$ cat config.mk
export PLATFORM = sky130hd
export DESIGN_NAME = two_room_interval_scheduler_top_flat
export DESIGN_NICKNAME = d
export VERILOG_FILES = /design/src/design/tris_pkg.sv /design/src/design/tris_req_if.sv /design/src/design/tris_rsp_if.sv /design/src/design/tris_pair_ram.sv /design/src/design/two_room_interval_scheduler_top.sv /design/src/flat_wrapper.sv
export SDC_FILE = /design/constraint.sdc
export NUM_CORES = 2
export LEC_CHECK = 0
export BUFFER_PORTS_ARGS = -buffer_cell sky130_fd_sc_hd__clkbuf_2
export CAP_MARGIN = 20
export CORE_ASPECT_RATIO = 0.9
export CORE_MARGIN = 2
export CORE_UTILIZATION = 34
export DETAILED_ROUTE_END_ITERATION = 10
export PLACE_DENSITY_LB_ADDON = 0.15
export SETUP_SLACK_MARGIN = 0.15
export SLEW_MARGIN = 20
export SYNTH_ARGS = -nofsm -noshare
export SYNTH_HDL_FRONTEND = slang
export SYNTH_SLANG_ARGS = --single-unit
export TNS_END_PERCENT = 10
$ cat constraint.sdc
create_clock -name clock -period 6.9 [get_ports clock]
set_input_delay 0.69 -clock clock [delete_from_list [all_inputs] [get_ports clock]]
set_output_delay 0.69 -clock clock [all_outputs]
set_load 0.01 [all_outputs]
$ cat src/design/tris_pkg.sv
// Shared types for the two-room interval scheduler.
package tris_pkg;

   // Sequencer states: load, exchange sort, greedy scan, result
   typedef enum logic [2:0] {
      ST_LOAD,
      ST_FETCH_I,
      ST_LOAD_I,
      ST_CMP,
      ST_WRITE_I,
      ST_SCAN_START,
      ST_SCAN,
      ST_RESP
   } state_type;

endpackage

$ cat src/design/tris_req_if.sv
// Interval request channel: one interval word per handshake.
interface tris_req_if #(
   parameter int TIME_BITS = 20
);
   logic                 valid;
   logic                 ready;
   logic [TIME_BITS-1:0] start_time;
   logic [TIME_BITS-1:0] end_time;
   logic                 last;

   modport source (output valid, start_time, end_time, last, input ready);
   modport sink   (input valid, start_time, end_time, last, output ready);
endinterface

$ cat src/design/tris_rsp_if.sv
// Result channel: one count word per batch.
interface tris_rsp_if #(
   parameter int COUNT_BITS = 7
);
   logic                  valid;
   logic                  ready;
   logic [COUNT_BITS-1:0] scheduled_count;
   logic                  overflow;

   modport source (output valid, scheduled_count, overflow, input ready);
   modport sink   (input valid, scheduled_count, overflow, output ready);
endinterface

$ cat src/design/tris_pair_ram.sv
// Interval store: start and end packed per entry, one write and one registered read port.
module tris_pair_ram #(
   parameter int DEPTH     = 64,
   parameter int WIDTH     = 40,
   parameter int ADDR_BITS = 6
) (
   input  logic                 clock,
   input  logic                 wr_en,
   input  logic [ADDR_BITS-1:0] wr_addr,
   input  logic [WIDTH-1:0]     wr_data,
   input  logic [ADDR_BITS-1:0] rd_addr,
   output logic [WIDTH-1:0]     rd_data
);

   logic [WIDTH-1:0] mem [DEPTH];
   logic [WIDTH-1:0] rd_data_ff;

   // Write one entry
   always_ff @(posedge clock) begin
      if (wr_en) begin
         mem[wr_addr] <= wr_data;
      end
   end

   // Register the read word
   always_ff @(posedge clock) begin
      rd_data_ff <= mem[rd_addr];
   end

   assign rd_data = rd_data_ff;

endmodule

$ cat src/design/two_room_interval_scheduler_top.sv
// Top level of the two-room interval scheduler: batch load, exchange sort, greedy scan.
//
//  channel   dir   payload                          word meaning
//  req_chan  in    start_time, end_time, last       one interval; last closes the batch
//  rsp_chan  out   scheduled_count, overflow        one word per closed batch
//
// Loading stores one word per handshake. After the last word, the exchange sort runs on the single
// store (one write port, one registered read port) plus one comparator, then the greedy scan
// places the sorted entries over the two rooms.
// req_chan.ready is low from the last word until the result word is taken; the result holds in
// registers while rsp_chan.ready is low. Synchronous reset clears the sequencer and counters only.
module two_room_interval_scheduler_top
   import tris_pkg::*;
#(
   parameter int MAX_INTERVALS = 64,
   parameter int TIME_BITS     = 20
) (
   input  logic        clock,
   input  logic        reset,
   tris_req_if.sink    req_chan,
   tris_rsp_if.source  rsp_chan
);

   localparam int IDX_BITS = (MAX_INTERVALS > 1) ? $clog2(MAX_INTERVALS) : 1;
   localparam int CNT_BITS = $clog2(MAX_INTERVALS + 1);
   localparam int WORD_BITS = 2 * TIME_BITS;

   state_type             state_ff, state_in;
   logic [CNT_BITS-1:0]   loaded_ff, loaded_in;
   logic                  overflow_ff, overflow_in;
   logic [CNT_BITS-1:0]   i_ff, i_in;
   logic [CNT_BITS-1:0]   j_ff, j_in;
   logic [CNT_BITS-1:0]   k_ff, k_in;
   logic [CNT_BITS-1:0]   count_ff, count_in;
   logic [TIME_BITS-1:0]  room1_ff, room1_in;
   logic [TIME_BITS-1:0]  room2_ff, room2_in;
   logic [WORD_BITS-1:0]  cur_ff, cur_in;

   logic                  wr_en;
   logic [IDX_BITS-1:0]   wr_addr;
   logic [WORD_BITS-1:0]  wr_data;
   logic [IDX_BITS-1:0]   rd_addr;
   logic [WORD_BITS-1:0]  rd_data;

   logic                  req_fire;
   logic [TIME_BITS-1:0]  rd_start, rd_end, cur_start;
   logic [CNT_BITS-1:0]   i_next, j_next, k_next;
   logic                  start_gt;

   assign req_fire  = req_chan.valid && req_chan.ready;
   assign rd_start  = rd_data[WORD_BITS-1:TIME_BITS];
   assign rd_end    = rd_data[TIME_BITS-1:0];
   assign cur_start = cur_ff[WORD_BITS-1:TIME_BITS];
   assign i_next    = CNT_BITS'(i_ff + 1'b1);
   assign j_next    = CNT_BITS'(j_ff + 1'b1);
   assign k_next    = CNT_BITS'(k_ff + 1'b1);
   // Shared sort comparator
   assign start_gt  = cur_start > rd_start;

   tris_pair_ram #(
      .DEPTH     (MAX_INTERVALS),
      .WIDTH     (WORD_BITS),
      .ADDR_BITS (IDX_BITS)
   ) u_store (
      .clock   (clock),
      .wr_en   (wr_en),
      .wr_addr (wr_addr),
      .wr_data (wr_data),
      .rd_addr (rd_addr),
      .rd_data (rd_data)
   );

   // Hold sequencer state and counters
   always_ff @(posedge clock) begin
      if (reset) begin
         state_ff    <= ST_LOAD;
         loaded_ff   <= '0;
         overflow_ff <= 1'b0;
         i_ff        <= '0;
         j_ff        <= '0;
         k_ff        <= '0;
         count_ff    <= '0;
      end else begin
         state_ff    <= state_in;
         loaded_ff   <= loaded_in;
         overflow_ff <= overflow_in;
         i_ff        <= i_in;
         j_ff        <= j_in;
         k_ff        <= k_in;
         count_ff    <= count_in;
      end
   end

   // Hold datapath registers
   always_ff @(posedge clock) begin
      room1_ff <= room1_in;
      room2_ff <= room2_in;
      cur_ff   <= cur_in;
   end

   // Next state, store access and handshakes
   always_comb begin
      state_in    = state_ff;
      loaded_in   = loaded_ff;
      overflow_in = overflow_ff;
      i_in        = i_ff;
      j_in        = j_ff;
      k_in        = k_ff;
      count_in    = count_ff;
      room1_in    = room1_ff;
      room2_in    = room2_ff;
      cur_in      = cur_ff;
      wr_en       = 1'b0;
      wr_addr     = '0;
      wr_data     = cur_ff;
      rd_addr     = '0;

      case (state_ff)
         ST_LOAD: begin
            if (req_fire) begin
               // Store the word, or drop it when the store is full
               if (loaded_ff < CNT_BITS'(MAX_INTERVALS)) begin
                  wr_en     = 1'b1;
                  wr_addr   = loaded_ff[IDX_BITS-1:0];
                  wr_data   = {req_chan.start_time, req_chan.end_time};
                  loaded_in = CNT_BITS'(loaded_ff + 1'b1);
               end else begin
                  overflow_in = 1'b1;
               end
               if (req_chan.last) begin
                  i_in     = '0;
                  state_in = ST_FETCH_I;
               end
            end
         end
         ST_FETCH_I: begin
            // Read entry i unless no later entry is left to compare
            if (i_next >= loaded_ff) begin
               state_in = ST_SCAN_START;
            end else begin
               rd_addr  = i_ff[IDX_BITS-1:0];
               j_in     = i_next;
               state_in = ST_LOAD_I;
            end
         end
         ST_LOAD_I: begin
            // Latch entry i as the running minimum, read entry j
            cur_in   = rd_data;
            rd_addr  = j_ff[IDX_BITS-1:0];
            state_in = ST_CMP;
         end
         ST_CMP: begin
            // Swap the running entry with entry j when its start is greater
            if (start_gt) begin
               wr_en   = 1'b1;
               wr_addr = j_ff[IDX_BITS-1:0];
               wr_data = cur_ff;
               cur_in  = rd_data;
            end
            if (j_next < loaded_ff) begin
               rd_addr = j_next[IDX_BITS-1:0];
               j_in    = j_next;
            end else begin
               state_in = ST_WRITE_I;
            end
         end
         ST_WRITE_I: begin
            // Write back the settled entry i
            wr_en    = 1'b1;
            wr_addr  = i_ff[IDX_BITS-1:0];
            wr_data  = cur_ff;
            i_in     = i_next;
            state_in = ST_FETCH_I;
         end
         ST_SCAN_START: begin
            room1_in = '0;
            room2_in = '0;
            count_in = '0;
            k_in     = '0;
            rd_addr  = '0;
            state_in = ST_SCAN;
         end
         ST_SCAN: begin
            // Place entry k greedily, room one first
            if (room1_ff <= rd_start) begin
               room1_in = rd_end;
               count_in = CNT_BITS'(count_ff + 1'b1);
            end else if (room2_ff <= rd_start) begin
               room2_in = rd_end;
               count_in = CNT_BITS'(count_ff + 1'b1);
            end
            if (k_next < loaded_ff) begin
               rd_addr = k_next[IDX_BITS-1:0];
               k_in    = k_next;
            end else begin
               state_in = ST_RESP;
            end
         end
         ST_RESP: begin
            // Drop batch state once the result word is taken
            if (rsp_chan.ready) begin
               loaded_in   = '0;
               overflow_in = 1'b0;
               state_in    = ST_LOAD;
            end
         end
         default: begin
            state_in = ST_LOAD;
         end
      endcase
   end

   assign req_chan.ready           = (state_ff == ST_LOAD);
   assign rsp_chan.valid           = (state_ff == ST_RESP);
   assign rsp_chan.scheduled_count = count_ff;
   assign rsp_chan.overflow        = overflow_ff;

   // Input and result sides are never open together
   a_no_overlap: assert property (@(posedge clock) disable iff (reset)
      !(req_chan.ready && rsp_chan.valid))
      else $error("input accepted while result pending");

   // Store fill never passes capacity
   a_fill_bound: assert property (@(posedge clock) disable iff (reset)
      loaded_ff <= CNT_BITS'(MAX_INTERVALS))
      else $error("fill count beyond capacity");

   // A result never counts more entries than were stored
   a_count_bound: assert property (@(posedge clock) disable iff (reset)
      rsp_chan.valid |-> count_ff <= loaded_ff)
      else $error("scheduled count exceeds stored entries");

   // A closing word starts the sort
   a_last_starts: assert property (@(posedge clock) disable iff (reset)
      (req_fire && req_chan.last) |=> (state_ff == ST_FETCH_I && i_ff == '0))
      else $error("closing word did not start the sort");

   // Compare index always runs ahead of the settled index and inside the batch
   a_cmp_order: assert property (@(posedge clock) disable iff (reset)
      (state_ff == ST_CMP) |-> (j_ff > i_ff && j_ff < loaded_ff))
      else $error("sort indexes out of order");

endmodule

$ cat src/flat_wrapper.sv
// flat-port wrapper written by rule: the top's interface ports become plain ports
module two_room_interval_scheduler_top_flat import tris_pkg::*;
#(
   parameter int MAX_INTERVALS = 64,
   parameter int TIME_BITS     = 20
)
  (clock, reset, req_chan_valid, req_chan_start_time, req_chan_end_time, req_chan_last, req_chan_ready, rsp_chan_valid, rsp_chan_scheduled_count, rsp_chan_overflow, rsp_chan_ready);
  tris_req_if #(.TIME_BITS(TIME_BITS)) req_chan_i ();
  tris_rsp_if #(.COUNT_BITS((7))) rsp_chan_i ();
  input  logic clock;
  input  logic reset;
  input wire logic [$bits(req_chan_i.valid)-1:0] req_chan_valid;
  input wire logic [$bits(req_chan_i.start_time)-1:0] req_chan_start_time;
  input wire logic [$bits(req_chan_i.end_time)-1:0] req_chan_end_time;
  input wire logic [$bits(req_chan_i.last)-1:0] req_chan_last;
  output wire logic [$bits(req_chan_i.ready)-1:0] req_chan_ready;
  output wire logic [$bits(rsp_chan_i.valid)-1:0] rsp_chan_valid;
  output wire logic [$bits(rsp_chan_i.scheduled_count)-1:0] rsp_chan_scheduled_count;
  output wire logic [$bits(rsp_chan_i.overflow)-1:0] rsp_chan_overflow;
  input wire logic [$bits(rsp_chan_i.ready)-1:0] rsp_chan_ready;
  assign req_chan_i.valid = req_chan_valid;
  assign req_chan_i.start_time = req_chan_start_time;
  assign req_chan_i.end_time = req_chan_end_time;
  assign req_chan_i.last = req_chan_last;
  assign req_chan_ready = req_chan_i.ready;
  assign rsp_chan_valid = rsp_chan_i.valid;
  assign rsp_chan_scheduled_count = rsp_chan_i.scheduled_count;
  assign rsp_chan_overflow = rsp_chan_i.overflow;
  assign rsp_chan_i.ready = rsp_chan_ready;
  two_room_interval_scheduler_top #(.MAX_INTERVALS(MAX_INTERVALS), .TIME_BITS(TIME_BITS)) u_core (.clock(clock), .reset(reset), .req_chan(req_chan_i), .rsp_chan(rsp_chan_i));
endmodule
Yosys cells after proc, flatten, opt, wreduce, memory -nomap -nowiden

Memories as Yosys holds them, arrays and structs flattened. A register that Yosys moved wholly into a read port is not among the register bits.
Cells that the tools add are included.

Equality and inequality tests: 22
Reductions and logical operators: 17
$add $sub $neg: 5
Mux-type cells: 50
Order comparisons: 7

Operators by type and width:

| operator                                                                 | number |
|---|---|
| 40-bit 2-to-1 mux                                                        | 4 |
| 20-bit one-hot mux with 2 select lines                                   | 2 |
| 40-bit one-hot mux with 2 select lines                                   | 1 |
| 7-bit 2-to-1 mux                                                         | 10 |
| 7-bit one-hot mux with 2 select lines                                    | 5 |
| 20-bit 2-to-1 mux                                                        | 3 |
| 20-bit less-or-equal comparator                                          | 2 |
| 6-bit 2-to-1 mux                                                         | 6 |
| 7-bit by 1-bit adder with 7-bit output (second input constant)           | 5 |
| 3-bit one-hot mux with 8 select lines                                    | 1 |
| 6-bit one-hot mux with 4 select lines                                    | 1 |
| 20-bit greater-than comparator                                           | 1 |
| 3-bit 2-to-1 mux                                                         | 6 |
| 6-bit one-hot mux with 3 select lines                                    | 1 |
| 2-bit inequality test (second input constant)                            | 8 |
| 7-bit < comparator                                                       | 2 |
| 3-bit equality test (second input constant)                              | 4 |
| 2-bit by 1-bit inequality test with 1-bit output (second input constant) | 6 |
| 2-bit nonzero test                                                       | 5 |
| 3-bit AND reduction                                                      | 3 |
| 1-bit 2-to-1 mux                                                         | 8 |
| 2-bit AND reduction                                                      | 4 |
| 4-bit AND reduction                                                      | 2 |
| 7-bit >= comparator                                                      | 1 |
| other kinds (9)                                                          | 10 |

Input port bits: 45
Memories kept: 1
Word-level logic and storage cells: 112
Memory bits (writable): 2560
Flip-flop bits (word level): 119

Memory list:

| memory             | words | width | read ports | clocked after Yosys merged registers in | write ports | line                | RTL |
|---|---|---|---|---|---|---|---|
| u_core.u_store.mem | 64    | 40    | 1          | 1                                       | 1           | tris_pair_ram.sv:15 | `logic [WIDTH-1:0] mem [DEPTH];` |

Depth between registers and ports, before layout

Word-level depth: 6
Depth in mapped cells: 20

Modules after synthesis

Synthesis repeated with hierarchy kept, for this count alone.

Cells, all modules: 4867
Area total of the unflattened synthesis: 105167.1 µm²

By module, submodules not included:

| module                          | times used | area each (µm²) | cells an instance |
|---|---|---|---|
| tris_pair_ram                   | 1          | 97836.3         | 4195 |
| two_room_interval_scheduler_top | 1          | 7330.8          | 672 |

Worst setup path before layout

OpenSTA, ideal clock, no wires.

Path kind: reg2reg
From: register u_core.u_store.rd_data_ff[33] (netlist: u_core.u_store.rd_data[33]) (read register of u_core.u_store.mem)
To: memory u_core.u_store.mem[0][0] (enable)
Setup time: 487 ps
Slack: 1298 ps
Stages on the path, launching flop included: 12
Arrival time: 5114 ps
Data required time: 6413 ps
Path buffers: 0
Clock period less this slack: 5602 ps
Cells stage by stage: dfxtp_1 -> inv_1 -> ha_1 -> a21o_1 -> a21o_1 -> a21o_1 -> a21o_1 -> a211oi_1 -> o21ai_0 -> o21ai_0 -> o211ai_1 -> nor3_1

Word-level cells in the longest chain between the ends: 5

Ends and longest elaborated chain:

| what                                   | line                                   | RTL |
|---|---|---|
| start, declared                        | tris_pair_ram.sv:16                    | `logic [WIDTH-1:0] rd_data_ff;` |
| 20-bit greater-than comparator *       | two_room_interval_scheduler_top.sv:58  | `assign start_gt = cur_start > rd_start;` |
| 1-bit 2-to-1 mux                       | two_room_interval_scheduler_top.sv:154 | `if (start_gt) begin` |
| 1-bit one-hot mux with 3 select lines  | two_room_interval_scheduler_top.sv:118 | `case (state_ff)` |
| 1-bit 2-to-1 mux                       | tris_pair_ram.sv:20                    | `if (wr_en) begin` |
| 1-bit 2-to-1 mux (implied by the code) | tris_pair_ram.sv:21                    | `mem[wr_addr] <= wr_data;` |
| end, declared                          | tris_pair_ram.sv:15                    |  |

Every way passes the cells marked *; elsewhere a longest branch is shown, timed or not.

Worst setup path after layout

From: register u_core.j_ff[0]
To: register u_core.u_store.rd_data_ff[39] (netlist: u_core.u_store.rd_data[39]) (read register of u_core.u_store.mem)

Word-level cells in the longest chain between the ends: 4

Ends and longest elaborated chain:

| what                                    | line                                   | RTL |
|---|---|---|
| start, declared                         | two_room_interval_scheduler_top.sv:32  | `logic [CNT_BITS-1:0] j_ff, j_in;` |
| start signal, assigned                  | two_room_interval_scheduler_top.sv:88  | `j_ff <= j_in;` |
| 7-bit by 1-bit adder with 7-bit output  | two_room_interval_scheduler_top.sv:55  | `assign j_next = CNT_BITS'(j_ff + 1'b1);` |
| 7-bit < comparator                      | two_room_interval_scheduler_top.sv:160 | `if (j_next < loaded_ff) begin` |
| 6-bit 2-to-1 mux                        | two_room_interval_scheduler_top.sv:160 |  |
| 6-bit one-hot mux with 4 select lines * | two_room_interval_scheduler_top.sv:118 |  |

Marked as above.
A chain may end at the register's enable or synchronous reset.

==> results.md <==
- The run finished with clean final reports.
- For this run, the share of the core covered by cells in the final layout is 39.9%.
- At the end of the flow, the number of nets in the layout was 6658.
- At the placement stage, the worst setup path has a slack of 574 ps.
- Summed over all cells, the static leakage comes to 42.1 nW.
- The number of DRC markers in iteration 0 is 7277.
- The number of flops mapped to enable cells by yosys is 2640.
- Yosys attributes the largest share of cell area to sky130_fd_sc_hd__edfxtp_1, sky130_fd_sc_hd__mux4_2, sky130_fd_sc_hd__mux2i_1.
- Sorting the synthesized cells by how often they occur yields sky130_fd_sc_hd__edfxtp_1, sky130_fd_sc_hd__nand2_1, sky130_fd_sc_hd__mux2i_1.
- The final-report max-slew violation count is 0.
- Summing the areas of all fa, ha and maj instances in the mapped netlist gives 0.983% of the synthesized area.
- Global routing finished with a remaining overflow of 0.
- In this run the worst path has a maximum fanout of 39.
- The via count normalized by instance count is 5.61.
- From left edge to right edge, the die measures 595 um.
- Of all flip-flops after synthesis, the portion carrying an async set or reset was 0%.
- The worst min-delay path category is in -> reg.
- Headroom to the max-slew limit came out at 27.6%.
- The critical path data arrival time is 6880 ps.
- The number of clock buffers added by TritonCTS is 304.
- In this run the count of I/O pins placed on the die edge is 55.
- The first global-routing pass estimated 487 mm of wire.
- IR analysis of the VDD net gives a maximum drop of 0.202 mV.
- In this run the cell area measured after placement is 115000 sq um.
- In the final routed layout, each cell accounts on average for 32.5 um.
- After Yosys synthesis, XOR and XNOR cells account for 0.164% of the synthesized area.
- The die area is 319000 sq um.
- The H-tree depth reported by CTS is 5.
- The share of layout cells above drive strength 1 is 19.1%.
- The Yosys step of the flow raised 0 warnings.
- The chip height is 536 um.
- The number of detailed-routing iterations run before antenna repair is 6.
- In the final timing run, aggregate negative setup slack is 0 ps.
- Of all cell types, the one taking the most synthesized area is sky130_fd_sc_hd__edfxtp_1.
- The setup violation total in the final timing report is 0.
- Input and output buffers added on the ports amount to 54.
- The number of standard cells after synthesis is 6212.
- Yosys mapped the design onto 69 distinct sky130hd cell types.
- The area taken by multi-input logic gates is 25100 sq um.
- The remaining antenna violation count after routing is 0.
- Clock-pin slew was measured on the worst setup and hold paths at 60 ps.
- The worst path uses 93.3% of the clock period.
- The category of the most critical setup path is reg -> reg.
- The floorplan step defined a core boundary enclosing 313000 sq um.
- The synthesized design contains 2719 register bits.
- The longest clock path from root to sink contains 4 buffers.
- For this design, the CTS-stage hold fixing added 0 buffers.
- The final HPWL from detailed placement is 203 mm.
- Max-cap violations in this run came to 0.
- The number of core rows is 195.
- Among all flip-flop cells after synthesis, the most frequent one is sky130_fd_sc_hd__edfxtp_1.
- Setup repair after global routing left no endpoint under its margin.
- With fillers left out, the area of the finished cells amounts to 125000 sq um.
- The sort of element at the start of the critical path is a flop.
- Of the total synthesized cell area, the portion taken by AND, OR, NAND and NOR gates is 5.91%.
- The slew at the pin with the worst max-slew slack is 1080 ps.
- Summing all flip-flop and latch instances after layout gives 80900 sq um.
- The routability congestion estimate from global placement is 0.849.
- The worst path needs 6440 ps of the cycle, external delays included.
- The detailed router placed 61200 vias in this run.
- The fill cell total of the finished layout is 28500.
- Counting every sink on the clock net gives 2719.
- In the global route stage, overall resource usage came out at 21.7%.
- The number of hold-slack violations in the final timing report came to 0.
- The via count of the first global-routing pass is 59700.
- The post-synth design cell area is 107000 sq um.
- The number of gates resized after CTS was 0.
- The share of synthesized area spent on multiplexers is 9.38%.
- Dividing total power by cell area gives a power density of 309 nW/um^2.
- Synthesis produced a netlist with a net count of 6341.
- CTS placed an instance of sky130_fd_sc_hd__clkbuf_16 at the clock tree root.
- For the final database, setup skew stands at 60.8 ps.
- Entering global routing, the biggest net connects 84 pins.
- The initial antenna violation count is 20.
- A synthesized cell averages 17.2 sq um.
- The growth of design area from synthesis to finish is 16.8%.
- For this run, the top clock speed supported by timing is 0.155 GHz.
- The critical path capture point type is a flop.
- The later pin in the worst-skew pair is clocked with a latency of 900 ps.
- For this configuration, the core starts out at a cell density of 34.1%.
- Of the synthesized area, sequential elements account for 75.6%.
- The final worst setup slack is 462 ps.
- Of the post-synthesis cell area, the dominant cell type holds 74.1%.
- For this block, the routed nets add up to 354 mm of wire.
- Summing the areas of all compound-gate instances in the mapped netlist gives 6.23% of the synthesized area.
- The most frequently used cell type in the post-synthesis netlist is sky130_fd_sc_hd__edfxtp_1.
- The TritonCTS clock tree is built.
- For this run, design rule violations remaining after detail routing come to 0.
- By area, the combinational part of the netlist is dominated by multiplexers.
- For the worst setup path, the data required time is 7340 ps.
==> timing repair <==
action,4_1_cts,5_1_grt
endpoints found under the hold margin,0,0
setup endpoints to repair,0,1
setup buffers,0,7
==> final cells by class <==
cell class | instances | share of cell area [%]
Inverter | 34 | 0.102
Tap cell | 4137 | 4.15
Sequential cell | 2719 | 64.8
Antenna cell | 7 | 0.0140
Clock buffer | 377 | 6.50
Timing Repair Buffer | 390 | 3.15
Multi-Input combinational cell | 3080 | 20.1
Clock inverter | 160 | 1.25
==> worst max-delay path, stage by stage, from the launching register on <==
cell and delay [ps]:
sky130_fd_sc_hd__dfxtp_1 520, sky130_fd_sc_hd__ha_1 270, sky130_fd_sc_hd__nand3_1 110, sky130_fd_sc_hd__xor2_1 340
sky130_fd_sc_hd__inv_1 100, sky130_fd_sc_hd__ha_1 310, sky130_fd_sc_hd__a211o_1 260, sky130_fd_sc_hd__a211oi_1 450
sky130_fd_sc_hd__nand3b_1 600, sky130_fd_sc_hd__o2111a_4 510, sky130_fd_sc_hd__buf_12 240, sky130_fd_sc_hd__buf_12 230
sky130_fd_sc_hd__mux4_2 430, sky130_fd_sc_hd__a22oi_1 390, sky130_fd_sc_hd__o2111a_1 450, sky130_fd_sc_hd__nand4_1 710
==> path summary, 6_finish.rpt <==
kind | startpoint | endpoint | slack [ps] | cells after the start
setup reg to reg | u_core.j_ff[0]$_SDFFE_PP0P_ | u_core.u_store.rd_data[39]$_DFF_P_ | 460 | 15
hold reg to reg | u_core.u_store.rd_data[39]$_DFF_P_ | u_core.cur_ff[39]$_DFFE_PP_ | 440 | 0
setup / recovery | u_core.j_ff[0]$_SDFFE_PP0P_ | u_core.u_store.rd_data[39]$_DFF_P_ | 460 | 15
hold / removal | req_chan_valid | u_core.rsp_chan.overflow$_SDFFE_PP0P_ | 180 | 3
==> where the power goes <==
group	internal (mW)	total, mW	switching, mW
logic	0.625	3.01	2.39
clock network	9.30	16.0	6.65
registers	19.3	19.7	0.327
total	29.3	38.6	9.37
==> per-layer routing <==
| metal | share of wire [%] | track usage (%) |
|---|---|---|
| met5 | 0.0082 | 0 |
| met3 | 7.3 | 3.57 |
| met2 | 44 | 32.6 |
| met4 | 2.5 | 5.42 |
| met1 | 46 | 32.6 |
==> placed cells by master, fill, tap and decap left out, types with 19 or more instances in the layout <==
cell                           n
sky130_fd_sc_hd__o41ai_1      38
sky130_fd_sc_hd__and2_1       43
sky130_fd_sc_hd__nor2_4       68
sky130_fd_sc_hd__buf_12       91
sky130_fd_sc_hd__and3_1       21
sky130_fd_sc_hd__o21ai_0      57
sky130_fd_sc_hd__clkinv_2     56
sky130_fd_sc_hd__a21o_1       28
sky130_fd_sc_hd__a31o_2       42
sky130_fd_sc_hd__o2111ai_1    19
sky130_fd_sc_hd__mux2_2       37
sky130_fd_sc_hd__a21oi_1      80
sky130_fd_sc_hd__mux2i_1     374
sky130_fd_sc_hd__o22a_1       41
sky130_fd_sc_hd__a32oi_1     107
sky130_fd_sc_hd__nand2_1     811
sky130_fd_sc_hd__a22oi_1     110
sky130_fd_sc_hd__clkbuf_1     58
sky130_fd_sc_hd__ha_1         84
sky130_fd_sc_hd__nor2_1       53
sky130_fd_sc_hd__o32ai_1      30
sky130_fd_sc_hd__mux4_2      258
sky130_fd_sc_hd__clkbuf_2     54
sky130_fd_sc_hd__inv_1        34
sky130_fd_sc_hd__nand2_2      41
sky130_fd_sc_hd__nand3_1     152
sky130_fd_sc_hd__edfxtp_1   2640
sky130_fd_sc_hd__nor3_1       70
sky130_fd_sc_hd__a31oi_1      44
sky130_fd_sc_hd__a2111oi_0    80
sky130_fd_sc_hd__nand4_1     102
sky130_fd_sc_hd__clkinv_1     60
sky130_fd_sc_hd__o22ai_1      39
sky130_fd_sc_hd__bufinv_16    25
sky130_fd_sc_hd__dfxtp_1      79
sky130_fd_sc_hd__o2111a_1     38
sky130_fd_sc_hd__clkbuf_16   311
sky130_fd_sc_hd__buf_4       244
sky130_fd_sc_hd__a211oi_1     37
==> state kept, by name, summed over array words and instances, names as in the netlist <==
register                         count
u_core.u_store.mem                2560
u_core.cur_ff                       40
u_core.u_store.rd_data              40
u_core.room1_ff                     20
u_core.room2_ff                     20
u_core.i_ff                          7
u_core.j_ff                          7
u_core.k_ff                          7
u_core.loaded_ff                     7
u_core.rsp_chan.scheduled_count      7
u_core.state_ff                      3
u_core.rsp_chan.overflow             1
==> cell families (layout without fill, tap and decap cells) <==
group	Yosys count	count (layout)
other	0	7
adders and majority gates	84	84
xor gates and xnor gates	20	20
muxes	674	674
buffers and inverters	414	961
and+or+nand+nor	1440	1440
DFF	2719	2719
AOI/OAI and AO/OA	861	862
==> per-stage QoR <==
step | power [mW] | hold slack, ps | cells
after CTS | 38.9 | 115 | 10900
final | 38.6 | 180 | 10900
after global placement | 22.9 | 419 | 10400
after detailed placement | 23.0 | 428 | 10400
after global routing | 39.7 | 181 | 10900
after floorplan | 21.2 | 400 | 6212
No activity file was read; power rests on OpenSTA's default activity.
